`config.mk`:
```
export PLATFORM = sky130hd
export DESIGN_NAME = i2c_master_transfer_sequencer
export DESIGN_NICKNAME = d
export VERILOG_FILES = /design/src/rtl/i2cmts_pkg.sv /design/src/rtl/i2c_master_transfer_sequencer.sv /design/src/rtl/i2cmts_front.sv /design/src/rtl/i2cmts_queue.sv /design/src/rtl/i2cmts_back.sv
export SDC_FILE = /design/constraint.sdc
export NUM_CORES = 1
export LEC_CHECK = 0
export CAP_MARGIN = 20
export CORE_MARGIN = 4
export CORE_UTILIZATION = 60
export DETAILED_ROUTE_END_ITERATION = 8
export DONT_BUFFER_PORTS = 1
export PLACE_DENSITY = 0.82
export SETUP_SLACK_MARGIN = 0.2
export SKIP_LAST_GASP = 1
export SYNTH_ARGS = -nofsm -noshare
export SYNTH_HDL_FRONTEND = slang
export SYNTH_SLANG_ARGS = --single-unit
```
`constraint.sdc`:
```
create_clock -name clk -period 5 [get_ports clk]
set_input_delay 0.75 -clock clk [delete_from_list [all_inputs] [get_ports clk]]
set_output_delay 0.75 -clock clk [all_outputs]
set_load 0.05 [all_outputs]
```
`src/rtl/i2cmts_pkg.sv`:
```
// Package for the I2C master transfer sequencer.
// Holds the item kind, phase, status and completion codes and the command and result types.
// No dependencies.
package i2cmts_pkg;

  localparam logic [1:0] MODE_START_WR = 2'd0;
  localparam logic [1:0] MODE_START_RD = 2'd1;
  localparam logic [1:0] MODE_EVENT    = 2'd2;
  localparam logic [1:0] MODE_NONE     = 2'd3;

  localparam logic [1:0] PHASE_READY = 2'd0;
  localparam logic [1:0] PHASE_TX    = 2'd1;
  localparam logic [1:0] PHASE_RX    = 2'd2;

  localparam logic [1:0] STATUS_OK   = 2'd0;
  localparam logic [1:0] STATUS_ZERO = 2'd1;
  localparam logic [1:0] STATUS_BUSY = 2'd2;

  localparam logic [1:0] CMPL_NONE = 2'd0;
  localparam logic [1:0] CMPL_TX   = 2'd1;
  localparam logic [1:0] CMPL_RX   = 2'd2;

  localparam int unsigned IN_DATA_W  = 48;
  localparam int unsigned OUT_DATA_W = 32;

  typedef struct packed {
    logic [1:0] kind;
    logic       zero_len;
    logic [6:0] slave_address;
    logic       repeated_start;
    logic       sb;
    logic       adf;
    logic       btf;
    logic       txe;
    logic       rxne;
    logic [7:0] rx_data;
    logic [7:0] tx_data;
  } cmd_t;

  typedef struct packed {
    logic [1:0] completion;
    logic [7:0] rx_value;
    logic       rx_valid;
    logic       ack_level;
    logic       clear_address_flag;
    logic       tx_taken;
    logic [7:0] data_write_value;
    logic       data_write_valid;
    logic       stop_request;
    logic       start_request;
    logic [1:0] status;
  } res_t;

  typedef struct packed {
    logic full;
    logic empty;
  } q_stat_t;

  typedef struct packed {
    logic busy;
    logic events_enabled;
  } bk_stat_t;

endpackage

```
`src/rtl/i2c_master_transfer_sequencer.sv`:
```
// I2C master transfer sequencer: front end, two-entry queue, back end with result register.
// Each item passes through the queue, and its result is held in the result register until out_tready takes it.
// Throughput: one item per cycle while the result register is empty or out_tready is high.
// Reset: rst_n is synchronous and active low; it empties the queue and the output register,
// sets the phase to ready, clears counters and sets ACK and the ACK default to 1.
module i2c_master_transfer_sequencer #(
  parameter int unsigned LENGTH_BITS = 16
) (
  input  logic        clk,
  input  logic        rst_n,
  // in_tdata, from bit 0: slave_address[6:0], transfer_length[15:0], repeated_start,
  // flag_start_sent, flag_address_done, flag_byte_finished, flag_tx_empty,
  // flag_rx_not_empty, rx_data[7:0], tx_data[7:0], zero fill.
  input  logic [47:0] in_tdata,
  // in_tuser, from bit 0: mode[1:0].
  input  logic [1:0]  in_tuser,
  input  logic        in_tvalid,
  output logic        in_tready,
  // out_tdata, from bit 0: status[1:0], start_request, stop_request, data_write_valid,
  // data_write_value[7:0], tx_taken, clear_address_flag, ack_level, rx_valid,
  // rx_value[7:0], completion[1:0], zero fill.
  output logic [31:0] out_tdata,
  output logic        out_tvalid,
  input  logic        out_tready,
  input  logic        cfg_wr_en,
  input  logic        cfg_wr_data
);

  localparam int unsigned QW = $bits(i2cmts_pkg::cmd_t) + LENGTH_BITS;

  i2cmts_pkg::cmd_t     f_cmd, q_cmd;
  logic [LENGTH_BITS-1:0] f_len, q_len;
  logic [QW-1:0]        q_out;
  logic                 push, pop;
  i2cmts_pkg::q_stat_t  q_stat;
  i2cmts_pkg::bk_stat_t bk_stat;

  assign in_tready = !q_stat.full;
  assign push      = in_tvalid && in_tready;
  assign q_cmd     = q_out[QW-1:LENGTH_BITS];
  assign q_len     = q_out[LENGTH_BITS-1:0];

  i2cmts_front #(.LENGTH_BITS(LENGTH_BITS)) u_front (
    .in_tdata (in_tdata),
    .in_tuser (in_tuser),
    .cmd      (f_cmd),
    .len      (f_len)
  );

  i2cmts_queue #(.WIDTH(QW)) u_queue (
    .clk       (clk),
    .rst_n     (rst_n),
    .push      (push),
    .push_data ({f_cmd, f_len}),
    .pop       (pop),
    .pop_data  (q_out),
    .stat      (q_stat)
  );

  i2cmts_back #(.LENGTH_BITS(LENGTH_BITS)) u_back (
    .clk         (clk),
    .rst_n       (rst_n),
    .cfg_wr_en   (cfg_wr_en),
    .cfg_wr_data (cfg_wr_data),
    .q_valid     (!q_stat.empty),
    .q_cmd       (q_cmd),
    .q_len       (q_len),
    .q_pop       (pop),
    .out_tvalid  (out_tvalid),
    .out_tready  (out_tready),
    .out_tdata   (out_tdata),
    .stat        (bk_stat)
  );

`ifndef ASSERT_OFF
  a_events_match_phase: assert property (@(posedge clk) disable iff (!rst_n)
    bk_stat.events_enabled == bk_stat.busy)
    else $error("events enabled outside an active transfer");

  a_pop_not_empty: assert property (@(posedge clk) disable iff (!rst_n)
    pop |-> !q_stat.empty)
    else $error("queue popped while empty");

  a_queue_not_both: assert property (@(posedge clk) disable iff (!rst_n)
    !(q_stat.full && q_stat.empty))
    else $error("queue reports full and empty");

  a_push_drains: assert property (@(posedge clk) disable iff (!rst_n)
    (q_stat.full && !out_tvalid) |=> !q_stat.full)
    else $error("queue stays full with the output free");
`endif

endmodule

```
`src/rtl/i2cmts_front.sv`:
```
// Front end of the I2C master transfer sequencer: unpacks and classifies input items.
// Depends on i2cmts_pkg.
module i2cmts_front #(
  parameter int unsigned LENGTH_BITS = 16
) (
  input  logic [i2cmts_pkg::IN_DATA_W-1:0] in_tdata,
  input  logic [1:0]                       in_tuser,
  output i2cmts_pkg::cmd_t                 cmd,
  output logic [LENGTH_BITS-1:0]           len
);

  logic [15:0] raw_len;

  always_comb begin
    raw_len            = in_tdata[22:7];
    len                = LENGTH_BITS'({16'd0, raw_len});
    cmd.zero_len       = (len == '0);
    cmd.slave_address  = in_tdata[6:0];
    cmd.repeated_start = in_tdata[23];
    cmd.sb             = in_tdata[24];
    cmd.adf            = in_tdata[25];
    cmd.btf            = in_tdata[26];
    cmd.txe            = in_tdata[27];
    cmd.rxne           = in_tdata[28];
    cmd.rx_data        = in_tdata[36:29];
    cmd.tx_data        = in_tdata[44:37];
    unique case (in_tuser)
      i2cmts_pkg::MODE_START_WR: cmd.kind = i2cmts_pkg::MODE_START_WR;
      i2cmts_pkg::MODE_START_RD: cmd.kind = i2cmts_pkg::MODE_START_RD;
      i2cmts_pkg::MODE_EVENT:    cmd.kind = i2cmts_pkg::MODE_EVENT;
      default:                   cmd.kind = i2cmts_pkg::MODE_NONE;
    endcase
  end

endmodule

```
`src/rtl/i2cmts_queue.sv`:
```
// Two-entry queue between the front end and the back end of the sequencer.
// Depends on i2cmts_pkg.
module i2cmts_queue #(
  parameter int unsigned WIDTH = 8
) (
  input  logic                clk,
  input  logic                rst_n,
  input  logic                push,
  input  logic [WIDTH-1:0]    push_data,
  input  logic                pop,
  output logic [WIDTH-1:0]    pop_data,
  output i2cmts_pkg::q_stat_t stat
);

  logic [WIDTH-1:0] mem_r [2];
  logic             wr_ptr_r, wr_ptr_nxt;
  logic             rd_ptr_r, rd_ptr_nxt;
  logic [1:0]       count_r, count_nxt;

  always_comb begin
    stat.full  = (count_r == 2'd2);
    stat.empty = (count_r == 2'd0);
    pop_data   = mem_r[rd_ptr_r];
    wr_ptr_nxt = push ? ~wr_ptr_r : wr_ptr_r;
    rd_ptr_nxt = pop ? ~rd_ptr_r : rd_ptr_r;
    count_nxt  = count_r + {1'b0, push} - {1'b0, pop};
  end

  always_ff @(posedge clk) begin
    if (push) begin
      mem_r[wr_ptr_r] <= push_data;
    end
  end

  always_ff @(posedge clk) begin
    if (!rst_n) begin
      wr_ptr_r <= 1'b0;
      rd_ptr_r <= 1'b0;
      count_r  <= 2'd0;
    end else begin
      wr_ptr_r <= wr_ptr_nxt;
      rd_ptr_r <= rd_ptr_nxt;
      count_r  <= count_nxt;
    end
  end

endmodule

```
`src/rtl/i2cmts_back.sv`:
```
// Back end of the sequencer: holds the transfer state, executes commands, registers results.
// Depends on i2cmts_pkg.
module i2cmts_back #(
  parameter int unsigned LENGTH_BITS = 16
) (
  input  logic                              clk,
  input  logic                              rst_n,
  input  logic                              cfg_wr_en,
  input  logic                              cfg_wr_data,
  input  logic                              q_valid,
  input  i2cmts_pkg::cmd_t                  q_cmd,
  input  logic [LENGTH_BITS-1:0]            q_len,
  output logic                              q_pop,
  output logic                              out_tvalid,
  input  logic                              out_tready,
  output logic [i2cmts_pkg::OUT_DATA_W-1:0] out_tdata,
  output i2cmts_pkg::bk_stat_t              stat
);

  localparam logic [LENGTH_BITS-1:0] LEN_ONE = LENGTH_BITS'(1);
  localparam logic [LENGTH_BITS-1:0] LEN_TWO = LENGTH_BITS'(2);

  logic                   ack_default_r;
  logic [1:0]             phase_r, phase_nxt;
  logic [LENGTH_BITS-1:0] bytes_left_r, bytes_left_nxt;
  logic [LENGTH_BITS-1:0] read_total_r, read_total_nxt;
  logic [6:0]             target_r, target_nxt;
  logic                   skip_stop_r, skip_stop_nxt;
  logic                   ack_bit_r, ack_bit_nxt;
  logic                   events_en_r, events_en_nxt;
  logic                   out_valid_r;
  i2cmts_pkg::res_t       res, res_r;
  logic                   busy;

  assign q_pop      = q_valid && (!out_valid_r || out_tready);
  assign out_tvalid = out_valid_r;
  assign out_tdata  = {{(i2cmts_pkg::OUT_DATA_W - $bits(i2cmts_pkg::res_t)){1'b0}}, res_r};
  assign busy       = (phase_r == i2cmts_pkg::PHASE_TX) || (phase_r == i2cmts_pkg::PHASE_RX);
  assign stat.busy           = busy;
  assign stat.events_enabled = events_en_r;

  always_comb begin
    phase_nxt      = phase_r;
    bytes_left_nxt = bytes_left_r;
    read_total_nxt = read_total_r;
    target_nxt     = target_r;
    skip_stop_nxt  = skip_stop_r;
    ack_bit_nxt    = ack_bit_r;
    events_en_nxt  = events_en_r;
    res            = '0;
    unique case (q_cmd.kind) inside
      i2cmts_pkg::MODE_START_WR, i2cmts_pkg::MODE_START_RD: begin
        if (q_cmd.zero_len) begin
          res.status = i2cmts_pkg::STATUS_ZERO;
        end else if (busy) begin
          res.status = i2cmts_pkg::STATUS_BUSY;
        end else begin
          bytes_left_nxt = q_len;
          if (q_cmd.kind == i2cmts_pkg::MODE_START_RD) begin
            read_total_nxt = q_len;
            phase_nxt      = i2cmts_pkg::PHASE_RX;
          end else begin
            phase_nxt      = i2cmts_pkg::PHASE_TX;
          end
          target_nxt        = q_cmd.slave_address;
          skip_stop_nxt     = q_cmd.repeated_start;
          events_en_nxt     = 1'b1;
          res.start_request = 1'b1;
        end
      end
      i2cmts_pkg::MODE_EVENT: begin
        if (events_en_r) begin
          if (q_cmd.sb && phase_r == i2cmts_pkg::PHASE_TX) begin
            res.data_write_valid = 1'b1;
            res.data_write_value = {target_r, 1'b0};
          end else if (q_cmd.sb && phase_r == i2cmts_pkg::PHASE_RX) begin
            res.data_write_valid = 1'b1;
            res.data_write_value = {target_r, 1'b1};
          end
          if (q_cmd.adf) begin
            if (phase_r == i2cmts_pkg::PHASE_RX && read_total_r == LEN_ONE) begin
              ack_bit_nxt = 1'b0;
            end
            res.clear_address_flag = 1'b1;
          end
          if (q_cmd.btf && q_cmd.txe && phase_r == i2cmts_pkg::PHASE_TX &&
              bytes_left_r == '0) begin
            res.stop_request = !skip_stop_r;
            events_en_nxt    = 1'b0;
            bytes_left_nxt   = '0;
            phase_nxt        = i2cmts_pkg::PHASE_READY;
            res.completion   = i2cmts_pkg::CMPL_TX;
          end
          if (q_cmd.txe && phase_nxt == i2cmts_pkg::PHASE_TX && bytes_left_nxt != '0) begin
            res.data_write_valid = 1'b1;
            res.data_write_value = q_cmd.tx_data;
            res.tx_taken         = 1'b1;
            bytes_left_nxt       = bytes_left_nxt - LEN_ONE;
          end
          if (q_cmd.rxne && phase_nxt == i2cmts_pkg::PHASE_RX) begin
            if (read_total_r != '0) begin
              if (read_total_r != LEN_ONE && bytes_left_nxt == LEN_TWO) begin
                ack_bit_nxt = 1'b0;
              end
              res.rx_valid = 1'b1;
              res.rx_value = q_cmd.rx_data;
              if (bytes_left_nxt != '0) begin
                bytes_left_nxt = bytes_left_nxt - LEN_ONE;
              end
            end
            if (bytes_left_nxt == '0) begin
              res.stop_request = !skip_stop_r;
              events_en_nxt    = 1'b0;
              phase_nxt        = i2cmts_pkg::PHASE_READY;
              if (ack_default_r) begin
                ack_bit_nxt = 1'b1;
              end
              res.completion = i2cmts_pkg::CMPL_RX;
            end
          end
        end
      end
      default: begin
      end
    endcase
    res.ack_level = ack_bit_nxt;
  end

  always_ff @(posedge clk) begin
    if (q_pop) begin
      res_r <= res;
    end
  end

  always_ff @(posedge clk) begin
    if (!rst_n) begin
      ack_default_r <= 1'b1;
      phase_r       <= i2cmts_pkg::PHASE_READY;
      bytes_left_r  <= '0;
      read_total_r  <= '0;
      target_r      <= 7'd0;
      skip_stop_r   <= 1'b0;
      ack_bit_r     <= 1'b1;
      events_en_r   <= 1'b0;
      out_valid_r   <= 1'b0;
    end else begin
      if (cfg_wr_en) begin
        ack_default_r <= cfg_wr_data;
      end
      if (q_pop) begin
        phase_r      <= phase_nxt;
        bytes_left_r <= bytes_left_nxt;
        read_total_r <= read_total_nxt;
        target_r     <= target_nxt;
        skip_stop_r  <= skip_stop_nxt;
        ack_bit_r    <= ack_bit_nxt;
        events_en_r  <= events_en_nxt;
        out_valid_r  <= 1'b1;
      end else if (out_tready) begin
        out_valid_r  <= 1'b0;
      end
    end
  end

endmodule
```
# Yosys cells after proc, flatten, opt, wreduce, memory -nomap -nowiden
# Memory sizes are Yosys's and may differ from the RTL's. A register that Yosys moved wholly into a read port is not among the register bits.
# Cells that the tools add are included.
# op_classes
add_sub_neg	4
n_mul	0
n_div	0
n_lt_le_gt_ge	0
n_eq_ne	15
n_shift	0
mux	63
bitwise	5
n_reduce_logical	38
# ops
op	n
$mux 16	15
$logic_not 16->1	3
$reduce_bool 16->1	3
$pmux 16 s2	1
$sub 16x1->16 const B	2
$mux 1	28
$mux 9	3
$mux 2	11
$eq 16x1->1 const B	1
$eq 16x2->1 const B	1
$ne 16x1->1 const B	1
$logic_and 1x1->1	12
$reduce_and 4->1	3
$mux 11	1
$eq 2x2->1 const B	5
$mux 10	1
$reduce_and 5->1	2
$eq 2x1->1 const B	4
$logic_not 2->1	3
$pmux 2 s3	1
$not 1->1	5
$logic_not 1->1	4
$ne 2x2->1 const B	2
$pmux 2 s2	1
9 further kinds	12
# totals
reg_bits	77
latchBits	0
mem_bits_rw	96
romBits	0
input_bits	56
output_inout_bits	34
word_cells	150
memories	1
# mem_list
name	depth	word_bits	rd	rd_ports_with_merged_regs	wr	line	text
u_queue.mem_r	2	48	1	1	1	i2cmts_queue.sv:15	logic [WIDTH-1:0] mem_r [2];

# Longest topological paths before layout
# depth
word_depth	23
depth_mapped	18
mapped_depth_nobuf	16

# By module
# Synthesis repeated with hierarchy kept, for this count alone.
# hier_totals
cells_unflattened	764
hier_area_um2	8657.1
# by_module_without_submodules
module	n_inst	cells_each	area_each_um2	seq_area_each_um2
i2cmts_back	1	539	4496.8	1731.7
i2cmts_queue	1	170	3767.4	2982.9
i2cmts_front	1	52	379.1	0.0
i2c_master_transfer_sequencer	1	3	13.8	0.0

# Worst setup path after synthesis
# OpenSTA, ideal clock, no wires.
# synth_timing
kind	reg2reg
from	register u_back.bytes_left_r[9]
to	register u_back.res_r, in the netlist u_back.out_tdata[15] (data pin)
setup_ns	0.132
t_arrival_ns	3.968
required_ns	4.868
slack_ns	0.901
stages_incl_launch_ff	18
path_buffers	2
path_cell_list	dfxtp_1 clkbuf_1 nor4_4 nand4_2 o21ai_1 clkbuf_1 nor2_1 a21oi_1 ha_1 inv_1 a2111oi_2 nand4_1 nor2_1 a31oi_1 or3_1 or2_1 nor3_4 a221o_1
# synth_between
elab_chain_cells	22
elab_cells_between_ends	35
classes_between	add/sub (2); eq/ne (3); mux (21); reduce/logical (9)
# synth_lines
item	line	text
start: declaration	i2cmts_back.sv:25	logic [LENGTH_BITS-1:0] bytes_left_r, bytes_left_nxt;
start signal: assignment	i2cmts_back.sv:152	bytes_left_r <= bytes_left_nxt;
branches (longest 19 deep; another with $sub 16x1->16)	n/a	
$mux 1 *	i2cmts_back.sv:100	if (q_cmd.rxne && phase_nxt == i2cmts_pkg::PHASE_RX) begin
$mux 1 *	i2cmts_back.sv:72	if (events_en_r) begin
$mux 1 *	i2cmts_back.sv:51	unique case (q_cmd.kind) inside
named net u_back.ack_bit_nxt	i2cmts_back.sv:29	logic ack_bit_r, ack_bit_nxt;
end signal: assignment	i2cmts_back.sv:131	res_r <= res;
end: declaration	i2cmts_back.sv:32	i2cmts_pkg::res_t res, res_r;
# Mark *: on every way through the listed nets, which the timed path passes. The select of a mux whose other input is x is not followed.
# A chain may end at the register's enable or synchronous reset.

# Worst setup path after layout
# layout_timing
from	register u_back.bytes_left_r[0]
to	register u_back.res_r, in the netlist u_back.out_tdata[15] (data pin)
# The elaborated chain is that of the path after synthesis.

==> parameters.txt <==
Parameter                              Value

Synth
  Number of unique standard cell types used by synthesis    80
  Fraction of synthesis flops using an asynchronous set or reset pin    0%
  Synth Warn #    0
  Cell count after synthesis    710
  Synthesized area per cell    11.47 µm²
  Number of enable-type register cells in the synthesized netlist    123
  Fraction of the yosys area taken by sequential cells    57.91%
  Post-synthesis cell area    0.008142 mm²
  Number of register bits inferred by synthesis    174
  Most used flip-flop cell after synthesis    edfxtp_1

Global routing
  Total track usage    24.05%
  Antenna violations before repair    0
  Wire length of the first global-routing pass    29.46 mm
  GRT Residual Overflow    0
  Pin count of the biggest net entering global routing    49
  Vias in the first global route    5577

Layout
  Final std cell area, no fill    0.008886 mm²
  Signed area change from the synthesized netlist to the final layout    9.144%
  Utilization after layout    67.10%
  Fill cells    960
  Post-layout net count    766
  Number of diodes added for antenna fixing    0
  Layout cell share with drive strength beyond 1    10.49%

STA
  Post-route fraction of the period consumed by the critical path    90.86%
  Least-Margin Pin Slew    0.9290 ns
  Max-slew violations    0
  RSZ-0062 raised after global routing    no
  Total Neg Setup Slack    0 ns
  Min cycle time layout    4.543 ns
  Final hold violation count    0
  Final setup fails    0
  Worst setup skew after layout    0.006702 ns
  Final Worst Setup Slack    0.4572 ns
  Maximum clock rate    220.1 MHz
  Max-slew headroom    37.62%

Place
  Cell area after placement    0.008278 mm²
  HPWL reported at the end of detailed placement    12.97 mm
  Number of input and output port buffers inserted    0
  Routability cong.    0.9141
  DP Worst Slack    0.3368 ns

Min path
  Hold Path Class    in2reg

Clock tree
  Number of buffers added to fix hold violations after cts    0
  Insertion delay to the later sink of the worst-skew pair    0.42 ns
  Buffer depth of the longest clock path    2
  Register clock-pin slew on the reported worst setup and hold paths    0.06 ns
  Clock tree from TritonCTS    built
  Root Driver    clkbuf_16
  H-tree depth    4
  Total number of clock tree sinks    174
  Number of buffers added by the clock tree synthesis step    17

Route
  First-pass iteration count of the detailed router    6
  Average via count per standard cell    6.329
  Wire length per cell after detailed routing    20.73 µm
  Initial DRC Count    473
  Via count    5639
  Routed wire length    18.47 mm
  Antenna viol nets, final    0
  Post-route DRC    0

Setup path
  Arrival time at the worst endpoint    4.83 ns
  Chain of cells forming the critical path    inv_1, ha_1, a31oi_4, o21ai_1, buf_4, a21oi_1, ha_1, inv_1, a2111oi_2, nand4_1, nor2_2, a31oi_1, or3_1, or2_1, nor3_4, a221o_1
  Stage delay of the slowest cell on the critical path    0.49 ns
  WS Path Type    reg2reg
  Cell with the biggest individual delay on the critical path    dfxtp_1
  Biggest fanout along the worst timing path    22
  Kind of end point of the critical path    flop
  Data required time at the worst endpoint    5.29 ns
  Launching element type of the critical path    flop

Pwr
  IR Drop Worst-Case VDD    0.3483 mV
  Cell Pwr Density    666.1 mW/mm²
  P_leak    3.015 nW
  Total power of the final layout    5.919 mW

Floorplan
  Number of standard-cell rows in the floorplan    42
  Die area    0.01550 mm²
  Die X-Extent    124.5 µm
  Core Region    0.01324 mm²
  Vert. Die Dim    124.5 µm
  Starting utilization of the core area    61.48%
  Count of pins on the block boundary    90

Run status
  Run status    finished, final reports clean

Flow run
  Maximum Capacitance Violations    0
[synth_stat cells (all sizes together) (11+ instances only)]
cell type,instances,share of area (%)
nand2,40,1.9
nor4,13,1.3
dfxtp,51,13
inv,12,0.55
nand3,11,0.68
a31oi,12,1.1
o21ai,23,1.4
xnor2,18,1.9
edfxtp,123,45
a21oi,28,1.7
mux2i,52,6.4
nor3,17,1.2
nor2,100,4.7
a211oi,34,3.2
xor2,13,1.5
clkbuf,31,1.4
buf,16,1.1
[placed cells by master (no fill, tap or decap), types with 3 or more instances in the layout]
cell,Yosys,final
and3_1,8,7
o21ai_0,22,22
a2111oi_2,2,3
conb_1,1,5
a211oi_1,33,33
clkbuf_1,31,3
ha_1,8,8
nor4_1,11,11
nor2_1,99,96
nor2b_1,4,4
a21oi_1,28,28
a31oi_1,11,11
xnor2_1,18,18
edfxtp_1,123,123
mux2_2,4,4
o211ai_1,8,8
inv_6,0,3
nand2b_1,7,7
and2_1,4,4
clkbuf_16,0,17
inv_1,12,12
mux2i_1,52,52
and4_1,3,3
or4_1,3,3
o2111ai_1,4,4
nand4_1,6,6
or3_1,5,5
nand3_1,11,11
xor2_1,12,12
o21a_1,3,3
nand4b_1,4,4
buf_4,5,14
nor3_1,15,15
nand2_1,39,39
dfxtp_1,51,50
[worst max-delay path: cells and delay by family (launching register included)]
kind / cells / cell delay, ns
AND/OR/NAND/NOR: 5 / 1.45
AO/OA/AOI/OAI: 6 / 1.44
adder cells (fa/ha/maj): 2 / 0.51
buffers and inverters: 3 / 0.50
flip-flops: 1 / 0.49
[worst paths after layout]
path | start | to | slack, ns | cells past startpoint
worst max-delay path | u_back.bytes_left_r[0] | u_back.out_tdata[15] | 0.46 | 16
worst min-delay path | rst_n | u_back.ack_default_r | 0.39 | 1
worst max register to register | u_back.bytes_left_r[0] | u_back.out_tdata[15] | 0.46 | 16
worst min register to register | u_back.read_total_r[12] | u_back.read_total_r[12] | 0.51 | 2
[routing by layer]
metal	track usage [%]	part of all wire, %
met1	31.47	41
met2	39.60	50
met3	6.561	7.5
met4	6.834	1.6
met5	0	0
[power breakdown]
group	switching (mW)	internal (mW)	total, mW
Combinational	1.49	0.837	2.33
Sequential	0.456	1.89	2.35
Clock	0.540	0.705	1.24
[per-stage QoR]
stage	std cells	hold WS (ns)
after floorplan	714	0.4574
after global placement	856	0.4868
after detailed placement	856	0.4935
after CTS	888	0.3768
after global routing	891	0.3721
final	891	0.3938
[logic make-up after synthesis]
| logic type | count (synthesis) | synth area share, % |
|---|---|---|
| mux | 58 | 7.269 |
| buf+inv | 60 | 3.166 |
| fa+ha+maj | 8 | 1.229 |
| simple gates | 241 | 15.20 |
| compound gates | 137 | 11.76 |
| flops | 174 | 57.91 |
| xor+xnor | 31 | 3.427 |
| other cells | 1 | 0.04606 |
[flip-flops by register name, indices dropped and copies added (netlist names), named ones only]
register	flops
u_back.events_en_r	1
u_back.read_total_r	16
u_back.ack_default_r	1
u_queue.wr_ptr_r	1
u_queue.count_r	2
u_back.ack_bit_r	1
u_back.target_r	7
u_back.bytes_left_r	16
u_back.out_tvalid	1
u_queue.mem_r	96
u_back.out_tdata	27
u_back.skip_stop_r	1
u_back.phase_r	2
u_queue.rd_ptr_r	1
[what timing repair did]
action	4_1_cts	5_1_grt
endpoints found under the setup margin	0	6
resized for setup	0	3
setup buffers	0	1
[area by class of cell]
type	instances	area (µm²)	share of cell area [%]
clock buffer	21	450.4	5.069
tap	176	220.2	2.478
inverter	13	48.80	0.5491
multi-input combinational	480	3204	36.06
clock inverter	11	106.4	1.197
timing repair buffer	16	140.1	1.577
sequential	174	4716	53.07
Power figures use the tool's default switching activity.
